File: config.mk
export PLATFORM = sky130hd
export DESIGN_NAME = acnce_ctrl
export DESIGN_NICKNAME = d
export VERILOG_FILES = /design/src/hdl/acnce_pkg.sv /design/src/hdl/acnce_ctrl.sv
export SDC_FILE = /design/constraint.sdc
export NUM_CORES = 1
export LEC_CHECK = 0
export ABC_AREA = 1
export BUFFER_PORTS_ARGS = -buffer_cell sky130_fd_sc_hd__buf_2
export CORE_AREA = 10 10 55 57
export CTS_CLUSTER_SIZE = 16
export DETAILED_ROUTE_END_ITERATION = 6
export DIE_AREA = 0 0 65 67
export GPL_ROUTABILITY_DRIVEN = 0
export PLACE_DENSITY = 0.86
export SETUP_SLACK_MARGIN = 0.4
export SLEW_MARGIN = 25
export SYNTH_ARGS = -nofsm -noshare
export SYNTH_HDL_FRONTEND = slang
export SYNTH_SLANG_ARGS = --single-unit
File: constraint.sdc
create_clock -name aclk -period 1.55 [get_ports aclk]
set_input_delay 0.2325 -clock aclk [delete_from_list [all_inputs] [get_ports aclk]]
set_output_delay 0.2325 -clock aclk [all_outputs]
set_load 0.005 [all_outputs]
File: src/hdl/acnce_pkg.sv
// Shared constants, codes and controller/datapath interface types for the
// ant colony next-city engine. No dependencies.
package acnce_pkg;

    localparam int CITY_COUNT = 32;
    localparam int ANT_COUNT  = 32;
    localparam int CITY_W     = 5;
    localparam int ANT_W      = 5;
    localparam int PH_DEPTH   = CITY_COUNT * CITY_COUNT;
    localparam int PH_AW      = 10;
    localparam int COORD_W    = 7;
    localparam int PH_W       = 16;
    localparam int D2_W       = 15;
    localparam int W_W        = 32;
    localparam int SUM_W      = 37;
    localparam int RDRAW_W    = 7;
    localparam int LHS_W      = 44;
    localparam int DIV_STEPS  = 15;

    localparam logic [D2_W-1:0] DIVIDEND   = 15'd25600;
    localparam logic [PH_W-1:0] ETA_ZERO   = 16'hFFFF;
    localparam logic [PH_W-1:0] PH_RESET   = 16'd16384;

    localparam logic [2:0] OP_LOAD   = 3'd0;
    localparam logic [2:0] OP_START  = 3'd1;
    localparam logic [2:0] OP_MOVE   = 3'd2;
    localparam logic [2:0] OP_GLOBAL = 3'd3;
    localparam logic [2:0] OP_RESET  = 3'd4;

    localparam logic [2:0] CFG_THRESH  = 3'd0;
    localparam logic [2:0] CFG_LRATE   = 3'd1;
    localparam logic [2:0] CFG_GRATE   = 3'd2;
    localparam logic [2:0] CFG_LDEP    = 3'd3;
    localparam logic [2:0] CFG_INITPH  = 3'd4;

    typedef struct packed {
        logic capture;
        logic coord_wr;
        logic start_wr;
        logic sel_cur;
        logic rd_cur;
        logic lat_cur;
        logic p1_init;
        logic lat_j;
        logic div_init;
        logic div_step;
        logic mul;
        logic acc;
        logic j_inc;
        logic sel_best;
        logic lhs_calc;
        logic p2_init;
        logic p2_chk;
        logic mask_upd;
        logic lat_edge;
        logic bl1;
        logic bl2;
        logic bl3;
        logic wr_ab;
        logic wr_ba;
        logic fill_wr;
        logic fill_init;
        logic set_fail;
        logic res_load;
    } ctrl_cmd_t;

    typedef struct packed {
        logic [2:0] op;
        logic       mask_full;
        logic       mask_j;
        logic       j_last;
        logic       div_last;
        logic       exploit;
        logic       p2_hit;
        logic       fill_last;
        logic       out_busy;
    } dp_status_t;

endpackage

File: src/hdl/acnce_ctrl.sv
// Controller state machine for the ant colony next-city engine.
// Depends on acnce_pkg; drives acnce_dp through command/status structs.
module acnce_ctrl (
    input  logic                   aclk,
    input  logic                   aresetn,
    input  logic                   s_valid,
    output logic                   s_ready,
    input  acnce_pkg::dp_status_t  sts,
    output acnce_pkg::ctrl_cmd_t   cmd
);

    localparam logic [4:0] S_IDLE    = 5'd0;
    localparam logic [4:0] S_CLR     = 5'd1;
    localparam logic [4:0] S_DISP    = 5'd2;
    localparam logic [4:0] S_CUR_RD  = 5'd3;
    localparam logic [4:0] S_CUR_LAT = 5'd4;
    localparam logic [4:0] S_P1_RD   = 5'd5;
    localparam logic [4:0] S_P1_LAT  = 5'd6;
    localparam logic [4:0] S_DIV0    = 5'd7;
    localparam logic [4:0] S_DIV     = 5'd8;
    localparam logic [4:0] S_MUL     = 5'd9;
    localparam logic [4:0] S_ACC     = 5'd10;
    localparam logic [4:0] S_END1    = 5'd11;
    localparam logic [4:0] S_P2_RD   = 5'd12;
    localparam logic [4:0] S_P2_CHK  = 5'd13;
    localparam logic [4:0] S_UPD_RD  = 5'd14;
    localparam logic [4:0] S_UPD_LAT = 5'd15;
    localparam logic [4:0] S_BL1     = 5'd16;
    localparam logic [4:0] S_BL2     = 5'd17;
    localparam logic [4:0] S_BL3     = 5'd18;
    localparam logic [4:0] S_WR_AB   = 5'd19;
    localparam logic [4:0] S_WR_BA   = 5'd20;
    localparam logic [4:0] S_FILL    = 5'd21;
    localparam logic [4:0] S_FIN     = 5'd22;

    logic [4:0] state_reg, state_next;

    always_ff @(posedge aclk) begin
        if (!aresetn) begin
            state_reg <= S_CLR;
        end else begin
            state_reg <= state_next;
        end
    end

    assign s_ready = (state_reg == S_IDLE);

    always_comb begin
        cmd        = '0;
        state_next = state_reg;
        unique case (state_reg)
            S_IDLE: begin
                if (s_valid) begin
                    cmd.capture = 1'b1;
                    state_next  = S_DISP;
                end
            end
            S_CLR: begin
                cmd.fill_wr   = 1'b1;
                cmd.fill_init = 1'b1;
                if (sts.fill_last) begin
                    state_next = S_IDLE;
                end
            end
            S_DISP: begin
                unique case (sts.op)
                    acnce_pkg::OP_LOAD: begin
                        cmd.coord_wr = 1'b1;
                        state_next   = S_FIN;
                    end
                    acnce_pkg::OP_START: begin
                        cmd.start_wr = 1'b1;
                        state_next   = S_FIN;
                    end
                    acnce_pkg::OP_MOVE: begin
                        if (sts.mask_full) begin
                            cmd.set_fail = 1'b1;
                            state_next   = S_FIN;
                        end else begin
                            cmd.sel_cur = 1'b1;
                            state_next  = S_CUR_RD;
                        end
                    end
                    acnce_pkg::OP_GLOBAL: state_next = S_UPD_RD;
                    acnce_pkg::OP_RESET:  state_next = S_FILL;
                    default:              state_next = S_FIN;
                endcase
            end
            S_CUR_RD: begin
                cmd.rd_cur = 1'b1;
                state_next = S_CUR_LAT;
            end
            S_CUR_LAT: begin
                cmd.lat_cur = 1'b1;
                cmd.p1_init = 1'b1;
                state_next  = S_P1_RD;
            end
            S_P1_RD: begin
                if (sts.mask_j) begin
                    if (sts.j_last) begin
                        state_next = S_END1;
                    end else begin
                        cmd.j_inc = 1'b1;
                    end
                end else begin
                    state_next = S_P1_LAT;
                end
            end
            S_P1_LAT: begin
                cmd.lat_j  = 1'b1;
                state_next = S_DIV0;
            end
            S_DIV0: begin
                cmd.div_init = 1'b1;
                state_next   = S_DIV;
            end
            S_DIV: begin
                cmd.div_step = 1'b1;
                if (sts.div_last) begin
                    state_next = S_MUL;
                end
            end
            S_MUL: begin
                cmd.mul    = 1'b1;
                state_next = S_ACC;
            end
            S_ACC: begin
                cmd.acc = 1'b1;
                if (sts.j_last) begin
                    state_next = S_END1;
                end else begin
                    cmd.j_inc  = 1'b1;
                    state_next = S_P1_RD;
                end
            end
            S_END1: begin
                if (sts.exploit) begin
                    cmd.sel_best = 1'b1;
                    state_next   = S_UPD_RD;
                end else begin
                    cmd.lhs_calc = 1'b1;
                    cmd.p2_init  = 1'b1;
                    state_next   = S_P2_RD;
                end
            end
            S_P2_RD: state_next = S_P2_CHK;
            S_P2_CHK: begin
                cmd.p2_chk = 1'b1;
                if (sts.p2_hit || sts.j_last) begin
                    state_next = S_UPD_RD;
                end else begin
                    cmd.j_inc  = 1'b1;
                    state_next = S_P2_RD;
                end
            end
            S_UPD_RD: begin
                cmd.mask_upd = (sts.op == acnce_pkg::OP_MOVE);
                state_next   = S_UPD_LAT;
            end
            S_UPD_LAT: begin
                cmd.lat_edge = 1'b1;
                state_next   = S_BL1;
            end
            S_BL1: begin
                cmd.bl1    = 1'b1;
                state_next = S_BL2;
            end
            S_BL2: begin
                cmd.bl2    = 1'b1;
                state_next = S_BL3;
            end
            S_BL3: begin
                cmd.bl3    = 1'b1;
                state_next = S_WR_AB;
            end
            S_WR_AB: begin
                cmd.wr_ab  = 1'b1;
                state_next = S_WR_BA;
            end
            S_WR_BA: begin
                cmd.wr_ba  = 1'b1;
                state_next = S_FIN;
            end
            S_FILL: begin
                cmd.fill_wr = 1'b1;
                if (sts.fill_last) begin
                    state_next = S_FIN;
                end
            end
            S_FIN: begin
                if (!sts.out_busy) begin
                    cmd.res_load = 1'b1;
                    state_next   = S_IDLE;
                end
            end
            default: state_next = S_IDLE;
        endcase
    end

endmodule

After elaboration in Yosys (flattened, before gate mapping):

Index checks and enable logic that the tools add are counted.

* bits in registers: 5
* bits of input ports: 14
* output and inout port bits: 29
* logic and storage cells: 87

* equality and inequality tests: 32
* multiplexer cells: 49
* reductions and logical operators: 5

Operators by type and width (count)
* $pmux W5 S23: 1
* $eq A5 B4 Y1 const B: 8
* $mux W5: 8
* $eq A5 B5 Y1 const B: 7
* $mux W1: 31
* $eq A5 B3 Y1 const B: 4
* $pmux W5 S3: 1
* $eq A5 B2 Y1 const B: 2
* $ne A2 B2 Y1 const B: 5
* $mux W2: 4
* $eq A3 B2 Y1 const B: 2
* $mux W3: 2
* $reduce_and A6 Y1: 1
* $eq A5 B1 Y1 const B: 1
* $logic_not A5 Y1: 1
* $mux W4: 1
* $eq A3 B1 Y1 const B: 1
* $eq A3 B3 Y1 const B: 1
* $logic_not A3 Y1: 1
* $ne A3 B3 Y1 const B: 1
* $pmux W1 S3: 1
* $reduce_or A2 Y1: 1
* $logic_or A1 B1 Y1: 1

Logic depth before layout (Yosys ltp):

Gate-level depths: netlist (run 1).

* word-level depth: 3
* depth in mapped cells: 10
* depth with buffers taken out: 10

Least setup slack after synthesis (run 1):

OpenSTA, ideal clock, no wires.

* path kind: register to register
* from: register state_reg[3]
* to: register state_reg[2]
* library setup time: 70 ps
* arrival: 1223 ps
* required time: 1480 ps
* path slack: 257 ps
* stages on the path, launching flop included: 10
* buffers on the path: 0
* period minus slack after synthesis: 1293 ps
* cell sequence: dfxtp_1 > nor2_2 > nand2_2 > nor2_4 > nand2_1 > nand2_1 > nor2_1 > nand2_1 > nand2_1 > a21oi_1

* word-level cells in the longest chain between the ends: 3
* elaborated cells on any way between the ends: 31
* classes of those cells: eq/ne: 28; mux: 1; reduce/logical: 2

Ends and longest elaborated chain
* start, declared: RTL line acnce_ctrl.sv:36 `logic [4:0] state_reg, state_next;`
* start signal, assigned: RTL line acnce_ctrl.sv:42 `state_reg <= state_next;`
* $logic_not A5 Y1 (*)
* net s_ready: RTL line acnce_ctrl.sv:7 `output logic s_ready,`
* $ne A2 B2 Y1 (no source line)
* $reduce_and A6 Y1 (no source line)

The timed path passes the listed nets; every way through them passes the cells marked *.
A chain may end at the register's enable or synchronous reset.

==> reports/qor.txt, run 1 <==
CTS
------------------------------------------------------------------------------
Number of buffers added by the clock tree synthesis step                     3
Cell at the root of the clock tree                                    clkbuf_4
Total number of H-tree levels                                                1
Maximum root-to-sink buffer count                                            2
Hold Buf Count CTS                                                           0
Worst skew pair latency                                                 260 ps
TritonCTS clock tree                                                      done
Clk slew on worst S/H paths                                              50 ps
Count of clock tree sinks                                                    5

ROUTE
------------------------------------------------------------------------------
Detail-routed via count per cell                                         5.588
Number of detailed-routing iterations run before antenna repair              5
Detail-routed net length per standard cell                            17.66 um
Initial DRC Count                                                          100
DR vias                                                                  1,520
Number of nets still failing antenna checks after routing                    0
Total length of routed wires                                           4804 um
Residual DRC                                                                 0

FLOORPLAN
------------------------------------------------------------------------------
Number of top-level pins                                                    43
Cell row count                                                              16
Die footprint                                                       4355 sq um
Horizontal die dimension                                                 65 um
Core Area                                                           1942 sq um
Floorplan die height                                                     67 um
Initial core utilization                                                43.75%

STA
------------------------------------------------------------------------------
Final worst-path setup slack                                         -46.18 ps
Max-slew headroom                                                       70.84%
Slew Limit Fails                                                             0
Actual transition at the worst max-transition pin                     434.1 ps
Number of hold-slack violations in the final timing report                   0
Achievable frequency                                                 626.5 MHz
Final clock period utilization by the worst path                        103.0%
RSZ-0062 raised after global routing                                      true
Count of final setup violators                                              11
Post-route clock skew                                                 1.477 ps
Min Clock Period, post-route                                           1596 ps
Worst hold margin                                                     310.3 ps

SYNTHESIS
------------------------------------------------------------------------------
Per-instance average area after synthesis                          4.968 sq um
Simple-gate share of the synthesized area                               62.89%
Largest family of logic cells by synthesized area                 simple AND/OR/NAND/NOR gates
Adder and majority gate portion of the synthesized area                     0%
Share of synthesized area occupied by flip-flops and latches            11.78%
Share of the synthesized area in compound gates (AO/OA/AOI/OAI)         7.216%
Cell variety after synth                                                    20
Multiplexer share of the synthesized area                                   0%
Number of instances in the synthesized netlist                             171
Number of warnings printed during yosys synthesis                            0
Cell area after synthesis                                          849.6 sq um
Fraction of synthesized cell area in xor and xnor cells                     0%
Synthesized Nets                                                           185
Count of state elements after synthesis                                      5

SETUP PATH
------------------------------------------------------------------------------
Category of the worst setup path capture point                      output pin
Worst r2r src                                                     state_reg[4]$_SDFFE_PN0P_
R2r endpoint                                                      state_reg[0]$_SDFFE_PN1P_
Maximum fanout along the worst path                                          7
Type of element launching the critical path                           register
WS Path Type                                                           reg2out
Register-to-Register Setup Slack                                        -10 ps
Worst reg2reg path depth                                                     9
Required time reported for the critical path endpoint                  1320 ps
Arrival @ worst endpoint                                               1360 ps

MIN PATH
------------------------------------------------------------------------------
Hold Crit Endpoint                                                state_reg[4]$_SDFFE_PN0P_
Hold Startpoint                                                        aresetn
Number of cells on the worst hold path                                       3
Hold/Removal Path Class                                                 in2reg

PWR
------------------------------------------------------------------------------
PD cells                                                          1356 nW/um^2
Tot Pwr                                                               2.200 mW
Static leakage                                                       0.9459 nW
Maximum resistive drop on vdd                                        0.9556 mV

FINISH
------------------------------------------------------------------------------
Most common cell after layout, fill and taps aside                       buf_2
Non-filler cells, final                                                    272
Number of flip-flops under the largest register name                         5
Most used cells in the layout excluding fill and tap cells        41 x buf_2, 40 x nand2_1, 26 x inv_1
Area growth syn-to-layout                                               91.02%
Final standard cell area without fillers                            1623 sq um
Nets                                                                       260
Final standard cell utilization of the core                             83.57%
Number of inserted filler cells in the final layout                        135
Share of cells above drive strength 1                                   55.10%
Number of antenna cells inserted                                             0

GLOBAL ROUTE
------------------------------------------------------------------------------
Total global-route track usage                                          18.09%
Pin count of the biggest net entering global routing                         9
Congestion Overflow GR                                                       0
Wire length of the first global-routing pass                           6292 um
Via count of the first global-routing pass                               1,367
Antenna violations before repair                                             0

STATUS
------------------------------------------------------------------------------
Failing checks                                                    setup timing
Outcome                                                           complete, but fails checks

PLACED DESIGN
------------------------------------------------------------------------------
Cell count after placement                                                 238
Number of buffers inserted by port buffering                                42
Detailed Place HPWL                                                    2564 um
Post-detailed-placement cell area                                   1142 sq um

RUN
------------------------------------------------------------------------------
Number of maximum-capacitance constraint violations                          0

==> through the flow <==
step	setup TNS [ps]	worst slack, ps
2_1_floorplan	0	359.8
3_3_place_gp	0	143.0
3_5_place_dp	0	133.5
4_1_cts	0	13.26
5_1_grt	-1149	-94.89
6_report	-198.0	-46.18
==> worst max path at each step <==
stage | end | slack, ps | start | depth (start not counted)
final | cmd[7] | -50 | state_reg[0]$_SDFFE_PN1P_ | 6
after CTS | cmd[25] | 10 | state_reg[3]$_SDFFE_PN0P_ | 4
after floorplan | state_reg[4]$_SDFFE_PN0P_ | 360 | state_reg[2]$_SDFFE_PN0P_ | 9
after global routing | cmd[15] | -90 | state_reg[3]$_SDFFE_PN0P_ | 6
after global placement | state_reg[0]$_SDFFE_PN1P_ | 140 | state_reg[4]$_SDFFE_PN0P_ | 7
after detailed placement | state_reg[3]$_SDFFE_PN0P_ | 130 | state_reg[4]$_SDFFE_PN0P_ | 8
==> synthesized netlist by cell type, drive strengths merged <==
cell type,count,share of area [%]
nor2,37,20
dfxtp,5,12
nand3,17,11
nor3,5,2.9
nor4,2,1.5
a21oi,5,2.9
nand2,48,22
or2,1,0.74
buf,3,2.7
inv,35,15
o21ai,4,2.4
and2,1,0.74
nand4,6,4.4
o311ai,1,1.0
o211ai,1,0.88
==> kinds of logic (layout without fill, tap and decap cells) <==
logic type      Yosys count  in the layout
buf+inv                  38            112
simple gates            117            117
flops                     5              5
compound gates           11             11
==> layer usage <==
metal  vias up  global-route usage, %  share of wire [%]
met5         -                      0                  0
met4         0                  11.23                5.6
met3        36                  6.355                 11
met2       139                  30.30                 47
met1       665                  19.13                 36
li1        680                      -                  -
==> critical path, cell delays in order (launching register included) <==
cell     delay, ps
dfxtp_4        410
inv_4           50
nor2_4         230
buf_4          180
nand3_4         80
inv_1           50
buf_2          100
==> layout make-up <==
type	count	area [sq um]	share of cell area (%)
Tap cell	27	33.78	2.082
Sequential cell	5	118.9	7.325
Inverter	35	141.4	8.712
Multi-Input combinational cell	128	807.0	49.73
Clock buffer	4	26.28	1.619
Timing Repair Buffer	73	495.5	30.53
==> report_power, final <==
part	total [mW]	leakage, nW	switching, mW	internal, mW
clock network	0.172	0.0150	0.0730	0.0986
registers	0.318	0.0442	0.121	0.198
logic	1.71	0.887	1.04	0.667
total	2.20	0.946	1.24	0.964
==> timing repair <==
item / 4_1_cts / 5_1_grt
buffers inserted: 16 / 14
gates resized for setup: 32 / 23
pin swaps: 20 / 17
setup endpoints to repair: 34 / 34
Power figures use the tool's default switching activity.
==> run 2: changes to the inputs <==
- ABC_AREA: 1 -> not set
- CORE_AREA: 10 10 55 57 -> 10 10 56 58
- DIE_AREA: 0 0 65 67 -> 0 0 66 68
==> run 2 against run 1 <==
  * The flow still finishes with violations (setup timing)
  * Cell area up 6.1%
  * Register-to-register slack worse by 210 ps
  * Worst hold slack worse by 37 ps
  * Synthesized cell count down 22%
  * Count of clock-buffer cells in the layout unchanged
  * Sequential power down 46%
  * Critical path depth down 1
  * Combinational power down 61%
  * Critical path type unchanged
  * Largest power group unchanged
==> reports/qor.txt, run 2 <==
FINISH
-----------------------------------------------------------------------------------------
Most used cells in the layout excluding fill and tap cells                   41 x buf_2, 34 x buf_4, 14 x nor2_1   was 41 x buf_2, 40 x nand2_1, 26 x inv_1
Most common cell after layout, fill and taps aside                                  buf_2   unchanged
Number of antenna cells inserted                                                        0   unchanged
Number of flip-flops under the largest register name                                    5   unchanged
Share of cells above drive strength 1                                              67.14%   was 55.10%
Number of inserted filler cells in the final layout                                   121   was 135
Nets                                                                                  225   was 260
Final standard cell area without fillers                                       1722 sq um   was 1623 sq um
Area growth syn-to-layout                                                          89.53%   was 91.02%

CTS
-----------------------------------------------------------------------------------------
Maximum root-to-sink buffer count                                                       2   unchanged
Hold Buf Count CTS                                                                      0   unchanged
Worst skew pair latency                                                            240 ps   was 260 ps
TritonCTS clock tree                                                                 done   unchanged
Count of clock tree sinks                                                               5   unchanged
Total number of H-tree levels                                                           1   unchanged
Number of buffers added by the clock tree synthesis step                                3   unchanged
Clk slew on worst S/H paths                                                         50 ps   about the same
Cell at the root of the clock tree                                               clkbuf_4   unchanged

SETUP PATH
-----------------------------------------------------------------------------------------
Delay contributed by the slowest stage of the critical path                        410 ps   about the same
Category of the worst setup path capture point                                 output pin   unchanged
Register-to-Register Setup Slack                                                  -220 ps   was -10 ps
Critical-path cell list                                                      or3_4, nor2_4, nand2_4, nor3_2, buf_2   was inv_4, nor2_4, buf_4, nand3_4, inv_1, buf_2
Arrival @ worst endpoint                                                          1540 ps   was 1360 ps
Maximum fanout along the worst path                                                     7   unchanged
WS Path Type                                                                      reg2out   unchanged
Required time reported for the critical path endpoint                             1320 ps   about the same
Slowest library cell on the worst path                                              or3_4   was dfxtp_4
Type of element launching the critical path                                      register   unchanged

RUN
-----------------------------------------------------------------------------------------
Number of maximum-capacitance constraint violations                                     0   unchanged

MIN PATH
-----------------------------------------------------------------------------------------
Hold/Removal Path Class                                                            in2reg   unchanged

SYNTHESIS
-----------------------------------------------------------------------------------------
Share of synthesized area occupied by flip-flops and latches                       11.02%   was 11.78%
Per-instance average area after synthesis                                     6.830 sq um   was 4.968 sq um
Cell variety after synth                                                               48   was 20
Count of state elements after synthesis                                                 5   unchanged
Area fraction of the dominant cell type after synthesis                            11.02%   was 20.77%
Proportion of register bits with asynchronous set or reset after synthesis             0%   unchanged
Number of enable flip-flop cells after synthesis                                        0   unchanged
Cell area after synthesis                                                     908.4 sq um   was 849.6 sq um
Dominant cells by area after synthesis                                       dfxtp_1 11%, nor2_1 8.7%, nor3_1 7.2%   was nand2_1 21%, inv_1 13%, nor2_1 13%
Number of instances in the synthesized netlist                                        133   was 171
Synthesized Nets                                                                      147   was 185
Most instantiated cells after synthesis                                      21 x nor2_1, 13 x nor3_1, 9 x inv_1   was 47 x nand2_1, 30 x inv_1, 29 x nor2_1
Most used flip-flop cell after synthesis                                          dfxtp_1   unchanged
Number of warnings printed during yosys synthesis                                       0   unchanged
Top cell type by total area after synthesis                                       dfxtp_1   was nand2_1
Most common cell in the netlist                                                    nor2_1   was nand2_1

STA
-----------------------------------------------------------------------------------------
Worst hold margin                                                                273.8 ps   was 310.3 ps
RSZ-0062 raised after global routing                                                 true   unchanged
Final clock period utilization by the worst path                                   114.6%   was 103.0%
Post-route clock skew                                                            1.311 ps   was 1.477 ps
Max-slew headroom                                                                  66.80%   was 70.84%
Number of hold-slack violations in the final timing report                              0   unchanged
Achievable frequency                                                            562.8 MHz   was 626.5 MHz
Count of final setup violators                                                         29   was 11
Actual transition at the worst max-transition pin                                493.4 ps   was 434.1 ps
Final worst-path setup slack                                                    -226.8 ps   was -46.18 ps
Slew Limit Fails                                                                        0   unchanged
Min Clock Period, post-route                                                      1777 ps   was 1596 ps

FLOORPLAN
-----------------------------------------------------------------------------------------
Cell row count                                                                         17   was 16
Initial core utilization                                                           43.14%   was 43.75%
Die footprint                                                                  4488 sq um   was 4355 sq um
Core Area                                                                      2106 sq um   was 1942 sq um
Horizontal die dimension                                                            66 um   was 65 um
Floorplan die height                                                                68 um   was 67 um
Number of top-level pins                                                               43   unchanged

ROUTE
-----------------------------------------------------------------------------------------
Number of detailed-routing iterations run before antenna repair                         4   was 5
Detail-routed via count per cell                                                    6.155   was 5.588
Initial DRC Count                                                                      96   was 100
Detail-routed net length per standard cell                                       20.12 um   was 17.66 um
DR vias                                                                             1,465   was 1,520
Total length of routed wires                                                      4789 um   was 4804 um
Number of nets still failing antenna checks after routing                               0   unchanged
Residual DRC                                                                            0   unchanged

PLACED DESIGN
-----------------------------------------------------------------------------------------
Number of buffers inserted by port buffering                                           42   unchanged
Post-detailed-placement cell area                                              1325 sq um   was 1142 sq um
Detailed Place HPWL                                                               2743 um   was 2564 um
Worst setup slack before clock tree synthesis                                   -67.38 ps   was 133.5 ps

STATUS
-----------------------------------------------------------------------------------------
Failing checks                                                               setup timing   unchanged
Outcome                                                                      complete, but fails checks   unchanged

GLOBAL ROUTE
-----------------------------------------------------------------------------------------
Pin count of the biggest net entering global routing                                   14   was 9
Antenna violations before repair                                                        0   unchanged
Congestion Overflow GR                                                                  0   unchanged
Total global-route track usage                                                     19.97%   was 18.09%
Via count of the first global-routing pass                                          1,443   was 1,367
Wire length of the first global-routing pass                                      7238 um   was 6292 um

PWR
-----------------------------------------------------------------------------------------
Maximum resistive drop on vdd                                                   0.5805 mV   was 0.9556 mV
Static leakage                                                                  0.7953 nW   was 0.9459 nW
PD cells                                                                     579.0 nW/um^2   was 1356 nW/um^2

[run 2: changes by cell type after synthesis, moves of 4 or more]
| cell | previous run | this run |
|---|---|---|
| buf_4 | 3 | 7 |
| inv_1 | 30 | 9 |
| inv_2 | 5 | 1 |
| nand2_1 | 47 | 7 |
| nand3_1 | 15 | 3 |
| nand4_1 | 6 | 2 |
| nor2_1 | 29 | 21 |
| nor2_2 | 6 | 1 |
| nor3_1 | 5 | 13 |
[run 2: metrics by stage]
step	utilization (%)	power (mW)	TNS, ps	instances
floorplan	-	0.4426	0	133
global placement	62.92	0.5857	-163.5	216
detailed placement	62.92	0.5977	-344.6	216
CTS	77.01	0.8858	-2801	235
global route	81.76	1.047	-6015	238
finish	81.76	0.9968	-4132	238
[run 2: where the power goes]
part	leakage [nW]	total (mW)	switching [mW]	internal, mW
logic	0.736	0.674	0.339	0.336
clock network	0.0150	0.151	0.0539	0.0974
registers	0.0441	0.171	0.0317	0.140
[run 2: kinds of logic (layout without fill, tap and decap cells)]
| logic type | count (synthesis) | in the layout | share of synthesized area (%) |
|---|---|---|---|
| compound gates | 30 | 30 | 24.24 |
| xor+xnor | 2 | 2 | 1.929 |
| buf+inv | 24 | 101 | 14.05 |
| flops | 5 | 5 | 11.02 |
| simple gates | 72 | 72 | 48.76 |
[run 2: routing by layer]
layer  part of all wire [%]  routed length [um]  vias up  global-route usage, %
met5                      0                   0        -                      0
met4                    4.9                 233        0                  7.330
met3                     11                 546       32                  6.688
met2                     49                2341      119                  35.63
met1                     35                1668      683                  21.61
li1                       -                   -      631                      -
[run 2: final cells by class]
| class | instances | area (sq um) | share of cell area, % |
|---|---|---|---|
| Clock buffer | 4 | 26.28 | 1.526 |
| Inverter | 10 | 37.54 | 2.180 |
| Timing Repair Buffer | 87 | 604.3 | 35.10 |
| Sequential cell | 5 | 118.9 | 6.904 |
| Tap cell | 28 | 35.03 | 2.035 |
| Multi-Input combinational cell | 104 | 899.6 | 52.25 |
[run 2: path summary, 6_finish.rpt]
path                             start                         to  depth (start not counted)
max          state_reg[2]$_SDFFE_PN0P_                     cmd[1]                          5
min                            aresetn  state_reg[1]$_SDFFE_PN0P_                          2
max reg2reg  state_reg[2]$_SDFFE_PN0P_  state_reg[0]$_SDFFE_PN1P_                          6
min reg2reg  state_reg[2]$_SDFFE_PN0P_  state_reg[2]$_SDFFE_PN0P_                          3
[run 2: worst max-delay path: cells and delay by family, from the launching register on]
family,cells,cell delay (ps)
AND/OR/NAND/NOR,4,800
flip-flops,1,360
buffers and inverters,1,140
[run 2: what timing repair did]
action                                  in CTS  in global routing
pin swaps                                   11                  6
endpoints found under the setup margin      34                 34
gates resized for setup                     39                 14
setup buffers                               15                  3
